<file path="config.mk">
export PLATFORM = sky130hd
export DESIGN_NAME = fnvd_queue
export DESIGN_NICKNAME = d
export VERILOG_FILES = /design/src/rtl/fnvd_pkg.sv /design/src/rtl/fnvd_queue.sv
export SDC_FILE = /design/constraint.sdc
export NUM_CORES = 1
export LEC_CHECK = 0
export ABC_AREA = 1
export BUFFER_PORTS_ARGS = -buffer_cell sky130_fd_sc_hd__clkbuf_2
export CORE_AREA = 2 2 247 249
export CTS_CLUSTER_SIZE = 8
export DETAILED_ROUTE_END_ITERATION = 8
export DIE_AREA = 0 0 249 251
export MAX_ROUTING_LAYER = met4
export PLACE_DENSITY = 0.64
export SYNTH_ARGS = -nofsm -noshare
export SYNTH_HDL_FRONTEND = slang
export SYNTH_SLANG_ARGS = --single-unit
</file>
<file path="constraint.sdc">
create_clock -name clk -period 19.3 [get_ports clk]
set_clock_uncertainty 0.05 [all_clocks]
set_input_delay 1.93 -clock clk [delete_from_list [all_inputs] [get_ports clk]]
set_output_delay 1.93 -clock clk [all_outputs]
set_load 0.005 [all_outputs]
</file>
<file path="src/rtl/fnvd_pkg.sv">
`timescale 1ns / 1ps
`default_nettype none
// ----------------------------------------------------------------------------
// fnvd_pkg
// Shared types and sizes for the flat normal vertex dedup block.
// ----------------------------------------------------------------------------
package fnvd_pkg;

  localparam int POS_BITS       = 24;
  localparam int NORM_FRAC_BITS = 14;
  localparam int TABLE_DEPTH    = 256;
  localparam int IDX_W          = $clog2(TABLE_DEPTH);
  localparam int CNT_W          = IDX_W + 1;
  localparam int VIDX_W         = 8;
  localparam int NRM_W          = 16;
  localparam int COLOR_W        = 48;

  // Edge vectors are narrowed for very wide positions so products stay small
  localparam int DIFF_SHIFT = (POS_BITS > 30) ? POS_BITS - 30 : 0;
  localparam int DIFF_W     = POS_BITS + 1 - DIFF_SHIFT;
  localparam int CROSS_W    = 2 * DIFF_W + 1;
  localparam int MAG_W      = (CROSS_W > 31) ? CROSS_W : 31;
  localparam int MUL_W      = (DIFF_W > 31) ? DIFF_W : 31;

  localparam int ENTRY_W    = 3 * POS_BITS + 3 * NRM_W + COLOR_W;
  localparam int FIFO_DEPTH = 2;

  typedef struct packed {
    logic                       new_mesh;
    logic signed [POS_BITS-1:0] a_x;
    logic signed [POS_BITS-1:0] a_y;
    logic signed [POS_BITS-1:0] a_z;
    logic signed [POS_BITS-1:0] b_x;
    logic signed [POS_BITS-1:0] b_y;
    logic signed [POS_BITS-1:0] b_z;
    logic signed [POS_BITS-1:0] c_x;
    logic signed [POS_BITS-1:0] c_y;
    logic signed [POS_BITS-1:0] c_z;
    logic [COLOR_W-1:0]         shape_color;
  } in_item_t;

  typedef struct packed {
    logic [VIDX_W-1:0]          vertex_index;
    logic                       is_new;
    logic signed [POS_BITS-1:0] out_x;
    logic signed [POS_BITS-1:0] out_y;
    logic signed [POS_BITS-1:0] out_z;
    logic signed [NRM_W-1:0]    normal_x;
    logic signed [NRM_W-1:0]    normal_y;
    logic signed [NRM_W-1:0]    normal_z;
    logic [COLOR_W-1:0]         out_color;
    logic                       table_full;
    logic                       last_corner;
  } out_item_t;

  // Triangle with its finished face normal, queued for the table search
  typedef struct packed {
    in_item_t                item;
    logic signed [NRM_W-1:0] nx;
    logic signed [NRM_W-1:0] ny;
    logic signed [NRM_W-1:0] nz;
  } tri_t;

endpackage
`default_nettype wire

</file>
<file path="src/rtl/fnvd_queue.sv">
`timescale 1ns / 1ps
`default_nettype none
// ----------------------------------------------------------------------------
// fnvd_queue
// Short triangle queue between the normal unit and the table search.
// ----------------------------------------------------------------------------
module fnvd_queue import fnvd_pkg::*; (
  input  logic clk,
  input  logic rst_n,
  input  logic push,
  input  tri_t push_data,
  output logic full,
  input  logic pop,
  output tri_t pop_data,
  output logic not_empty
);

  localparam int PTR_W = (FIFO_DEPTH > 1) ? $clog2(FIFO_DEPTH) : 1;
  localparam int QCNT_W = $clog2(FIFO_DEPTH + 1);

  tri_t              mem [FIFO_DEPTH];
  logic [PTR_W-1:0]  wr_ptr_r, wr_ptr_nxt;
  logic [PTR_W-1:0]  rd_ptr_r, rd_ptr_nxt;
  logic [QCNT_W-1:0] count_r, count_nxt;
  logic              do_push, do_pop;

  assign full      = (count_r == QCNT_W'(FIFO_DEPTH));
  assign not_empty = (count_r != '0);
  assign do_push   = push && !full;
  assign do_pop    = pop && not_empty;
  assign pop_data  = mem[rd_ptr_r];

  // Advance pointers with wrap
  always_comb begin
    wr_ptr_nxt = wr_ptr_r;
    rd_ptr_nxt = rd_ptr_r;
    count_nxt  = count_r;
    if (do_push) begin
      wr_ptr_nxt = (wr_ptr_r == PTR_W'(FIFO_DEPTH - 1)) ? '0 : wr_ptr_r + 1'b1;
    end
    if (do_pop) begin
      rd_ptr_nxt = (rd_ptr_r == PTR_W'(FIFO_DEPTH - 1)) ? '0 : rd_ptr_r + 1'b1;
    end
    if (do_push && !do_pop) begin
      count_nxt = count_r + 1'b1;
    end else if (do_pop && !do_push) begin
      count_nxt = count_r - 1'b1;
    end
  end

  always_ff @(posedge clk) begin
    if (!rst_n) begin
      wr_ptr_r <= '0;
      rd_ptr_r <= '0;
      count_r  <= '0;
    end else begin
      wr_ptr_r <= wr_ptr_nxt;
      rd_ptr_r <= rd_ptr_nxt;
      count_r  <= count_nxt;
    end
  end

  // Store request
  always_ff @(posedge clk) begin
    if (do_push) begin
      mem[wr_ptr_r] <= push_data;
    end
  end

endmodule
`default_nettype wire

</file>
==> flow_summary.html <==
<table>
<tr><th>Metric</th><th>Value</th></tr>
<tr><th colspan="2">Drt</th></tr>
<tr><td>Pre-antenna DRT Iters</td><td>5</td></tr>
<tr><td>Total via count in the routed design</td><td>roughly 12,000</td></tr>
<tr><td>Number of routed nets with antenna violations</td><td>0</td></tr>
<tr><td>Number of vias per cell after detailed routing</td><td>~4.7</td></tr>
<tr><td>Number of DRC violations after detailed routing</td><td>0</td></tr>
<tr><td>Drt first-iter violations</td><td>approximately 650</td></tr>
<tr><td>Routed length per placed instance</td><td>around 21 µm</td></tr>
<tr><td>Detailed Route WL</td><td>53.2 mm</td></tr>
<tr><th colspan="2">Placed design</th></tr>
<tr><td>Routability Congestion</td><td>0.881</td></tr>
<tr><td>HPWL Detailed</td><td>around 37 mm</td></tr>
<tr><td>Instance area after placement</td><td>~28,000 µm²</td></tr>
<tr><td>I/O Buffers</td><td>between 600 and 700</td></tr>
<tr><th colspan="2">Outcome</th></tr>
<tr><td>Outcome</td><td>complete, no violations</td></tr>
<tr><th colspan="2">Power and ir drop</th></tr>
<tr><td>Internal Power</td><td>about 3.0 mW</td></tr>
<tr><td>Share of power burned in registers</td><td>between 40% and 50%</td></tr>
<tr><td>Switching portion of total power</td><td>approximately a quarter</td></tr>
<tr><td>Power Dens Cells</td><td>between 100 and 150 nW/µm²</td></tr>
<tr><td>VDD IR max</td><td>0.113 mV</td></tr>
<tr><td>Fraction of power consumed by the clock network</td><td>33.7%</td></tr>
<tr><td>Leakage component of the power</td><td>approximately 12 nW</td></tr>
<tr><td>Net switching power of the design</td><td>roughly 1 mW</td></tr>
<tr><td>Comb pwr share</td><td>approximately 22%</td></tr>
<tr><td>Overall power after layout</td><td>4.02 mW</td></tr>
<tr><th colspan="2">Worst hold path</th></tr>
<tr><td>Startpoint of the worst hold path</td><td>rd_ptr_r$_SDFFE_PN0P_</td></tr>
<tr><td>Min-Delay Path Class</td><td>reg2reg</td></tr>
<tr><td>Hold Path Depth</td><td>2</td></tr>
<tr><td>Endpoint of the worst hold-timing path</td><td>rd_ptr_r$_SDFFE_PN0P_</td></tr>
<tr><th colspan="2">Worst setup path</th></tr>
<tr><td>Crit path cell chain</td><td>buf_4, buf_4, buf_4, mux2_4, clkbuf_2</td></tr>
<tr><td>Largest stage delay on the critical path</td><td>0.89 ns</td></tr>
<tr><td>Slowest-stage cell, CP</td><td>sky130_fd_sc_hd__dfxtp_4</td></tr>
<tr><td>Critical path data required time</td><td>17.32 ns</td></tr>
<tr><td>Reg-to-reg endpoint</td><td>mem[0][102]$_DFFE_PP_</td></tr>
<tr><td>Reg-to-reg startpoint</td><td>count_r[1]$_SDFFE_PN0P_</td></tr>
<tr><td>Endpoint class of the critical path</td><td>output port</td></tr>
<tr><td>Maximum fanout encountered on the critical timing path</td><td>between 50 and 60</td></tr>
<tr><td>Crit path arrival time</td><td>approximately 4.6 ns</td></tr>
<tr><td>CP dominant cell by count</td><td>sky130_fd_sc_hd__buf_4</td></tr>
<tr><td>Worst reg2reg path depth</td><td>5</td></tr>
<tr><td>Gate family responsible for the most delay along the worst path</td><td>buffers and inverters</td></tr>
<tr><td>Critical path launch point type</td><td>register</td></tr>
<tr><td>Crit Path Class</td><td>reg2out</td></tr>
<tr><td>R2R Setup Slk</td><td>about 16 ns</td></tr>
<tr><td>Buffers plus inverters on the worst setup path</td><td>4</td></tr>
<tr><th colspan="2">Timing</th></tr>
<tr><td>Post-route clock period utilization</td><td>between 30% and 40%</td></tr>
<tr><td>Maximum clock rate</td><td>~150 MHz</td></tr>
<tr><td>Total negative slack for setup checks</td><td>0 ns</td></tr>
<tr><td>Count of endpoints failing setup in the final report</td><td>0</td></tr>
<tr><td>Unrepaired setup endpoints after global routing</td><td>false</td></tr>
<tr><td>Final max-slew violation count</td><td>0</td></tr>
<tr><td>Min Hold Slack</td><td>~0.45 ns</td></tr>
<tr><td>Max-slew headroom</td><td>13.6%</td></tr>
<tr><td>Least-Margin Pin Slew</td><td>between 1 and 1.5 ns</td></tr>
<tr><td>Number of hold violations in the final report</td><td>0</td></tr>
<tr><td>Fin crit period</td><td>6.59 ns</td></tr>
<tr><th colspan="2">Clock network</th></tr>
<tr><td>Clock buffer depth</td><td>3</td></tr>
<tr><td>Setup bufs post-CTS</td><td>0</td></tr>
<tr><td>Clk_lat worst skew</td><td>approximately 0.60 ns</td></tr>
<tr><td>CTS tree</td><td>done</td></tr>
<tr><td>Total CTS buffers</td><td>just under 90</td></tr>
<tr><td>CTS Root Cell</td><td>sky130_fd_sc_hd__clkbuf_16</td></tr>
<tr><td>Clock input transition at the sequential cells of the worst setup and hold paths</td><td>about 0.05 ns</td></tr>
<tr><td>Total of hold buffers inserted after clock tree synthesis</td><td>0</td></tr>
<tr><td>Number of sinks handled by clock tree synthesis</td><td>around 630</td></tr>
<tr><td>Number of gates resized after CTS</td><td>0</td></tr>
<tr><td>Number of H-tree branching levels</td><td>3</td></tr>
<tr><th colspan="2">Layout</th></tr>
<tr><td>Area overhead of the layout relative to synthesis</td><td>26.5%</td></tr>
<tr><td>Most common cell after layout, fill and taps aside</td><td>sky130_fd_sc_hd__clkbuf_2</td></tr>
<tr><td>Top library cells by usage in the layout, fill and taps aside</td><td>sky130_fd_sc_hd__clkbuf_2 (631), sky130_fd_sc_hd__edfxtp_1 (626), sky130_fd_sc_hd__mux2_4 (270)</td></tr>
<tr><td>Layout cells sized above 1</td><td>60.7%</td></tr>
<tr><td>Net count of the finished layout</td><td>slightly above 2,000</td></tr>
<tr><td>Final standard cell area without fillers</td><td>between 30,000 and 40,000 µm²</td></tr>
<tr><th colspan="2">Floorplan</th></tr>
<tr><td>Core Footprint</td><td>about 60,000 µm²</td></tr>
<tr><td>Chip Width</td><td>about 250 µm</td></tr>
<tr><td>Vertical die dimension</td><td>251 µm</td></tr>
<tr><td>Die area</td><td>62,500 µm²</td></tr>
<tr><td>IO Count</td><td>~630</td></tr>
<tr><td>Starting density of the core</td><td>roughly two fifths</td></tr>
<tr><td>Row cnt</td><td>90</td></tr>
<tr><th colspan="2">Synthesis</th></tr>
<tr><td>Number of distinct library cells after synthesis</td><td>15</td></tr>
<tr><td>Yosys warning count</td><td>0</td></tr>
<tr><td>Fraction of the yosys area taken by sequential cells</td><td>about four fifths</td></tr>
<tr><td>Nets in the synthesized netlist</td><td>approximately 1,300</td></tr>
<tr><td>FF+latch count, synth</td><td>631</td></tr>
<tr><td>Area of the mapped netlist</td><td>23,900 µm²</td></tr>
<tr><td>Post-Synthesis Cells</td><td>about 1,000</td></tr>
<tr><td>Syn avg cell area</td><td>approximately 24 µm²</td></tr>
<tr><th colspan="2">Global routing</th></tr>
<tr><td>Number of global-route vias before repair</td><td>approximately 13,000</td></tr>
<tr><td>GR Overflow Total</td><td>0</td></tr>
<tr><td>All-layer global routing usage</td><td>about 17%</td></tr>
<tr><td>Maximum number of pins on one net before global-route repair</td><td>approximately 160</td></tr>
<tr><td>Antenna violations before repair</td><td>9</td></tr>
<tr><td>Wire length of the first global-routing pass</td><td>around 77 mm</td></tr>
<tr><th colspan="2">Run</th></tr>
<tr><td>Max Cap Viol</td><td>0</td></tr>
</table>
[cell usage after synthesis]
cell type	n	share of area, %
sky130_fd_sc_hd__buf_6	31	1.5
sky130_fd_sc_hd__mux2_4	270	17
sky130_fd_sc_hd__ha_1	1	0.052
sky130_fd_sc_hd__buf_2	4	0.084
sky130_fd_sc_hd__dfxtp_1	5	0.42
sky130_fd_sc_hd__nand2_1	7	0.11
sky130_fd_sc_hd__nand3_1	1	0.021
sky130_fd_sc_hd__o21ai_0	3	0.063
sky130_fd_sc_hd__inv_1	8	0.13
sky130_fd_sc_hd__a21oi_1	1	0.021
sky130_fd_sc_hd__o21a_1	1	0.031
sky130_fd_sc_hd__nand4_1	1	0.026
sky130_fd_sc_hd__nor2_1	9	0.14
sky130_fd_sc_hd__edfxtp_1	626	78
sky130_fd_sc_hd__mux2_2	43	2.0
[sequential cells by signal, indices dropped and copies added, names as in the netlist, named ones only]
register,flops
mem,626
count_r,2
rd_ptr_r,1
wr_ptr_r,1
[per-stage QoR]
stage / util (%) / cells / worst slack [ns]
6_report: 50.6 / 2522 / 12.71
5_1_grt: 50.6 / 2522 / 12.41
4_1_cts: 50.6 / 2514 / 12.60
3_5_place_dp: 46.6 / 2399 / 13.28
3_3_place_gp: 46.6 / 2399 / 13.38
2_1_floorplan: - / 1011 / 3.21
[metal layers]
metal  vias to the layer above  global-route usage [%]  wire, µm
met4                         0                    7.45      1490
met2                       468                    28.8     27900
met5                         -                       -         0
met1                      5981                    18.0     19200
li1                       5412                       -         -
met3                        89                    6.32      4570
[worst max path at each step]
| stage | from | to | cells past startpoint |
|---|---|---|---|
| 2_1_floorplan | push | mem[0][0]$_DFFE_PP_ | 2 |
| 3_3_place_gp | register | pop_data[66] | 5 |
| 3_5_place_dp | register | pop_data[53] | 5 |
| 4_1_cts | register | pop_data[53] | 5 |
| 5_1_grt | register | pop_data[53] | 5 |
| 6_report | register | pop_data[53] | 5 |
[cell families (layout without fill, tap and decap cells)]
| logic type | count (synthesis) | after routing | share of synthesized area (%) |
|---|---|---|---|
| mux | 313 | 313 | 19.0 |
| fa+ha+maj | 1 | 1 | 0.0522 |
| other cells | 0 | 8 | 0 |
| buf+inv | 43 | 764 | 1.67 |
| simple gates | 18 | 18 | 0.298 |
| flops | 631 | 631 | 78.9 |
| compound gates | 5 | 5 | 0.115 |
[power groups by stage]
| stage | Combinational (mW) | Sequential (mW) | Clock (mW) |
|---|---|---|---|
| 4_1_cts | 0.881 | 1.80 | 1.40 |
| 5_1_grt | 0.922 | 1.81 | 1.45 |
| 3_3_place_gp | 0.867 | 1.82 | 0 |
| 6_report | 0.862 | 1.80 | 1.36 |
| 2_1_floorplan | 0.555 | 1.90 | 0 |
| 3_5_place_dp | 0.877 | 1.82 | 0 |
[worst reg2reg max path, delay by kind of cell, from the launching register on]
family,cells,cell delay [ns]
compound gates,1,0.27
buf+inv,3,1.91
flops,1,0.32
simple gates,1,0.62
[cell type report]
| type | count | area [µm²] |
|---|---|---|
| well taps | 782 | 978 |
| inverters | 8 | 30.0 |
| clock inverters | 7 | 97.6 |
| fillers | 4919 | 29500 |
| flip-flops and latches | 631 | 18900 |
| multi-input cells | 337 | 4660 |
| clock buffers | 108 | 2320 |
| repair buffers | 641 | 3270 |
| diodes | 8 | 20.0 |
Power figures use the tool's default switching activity.
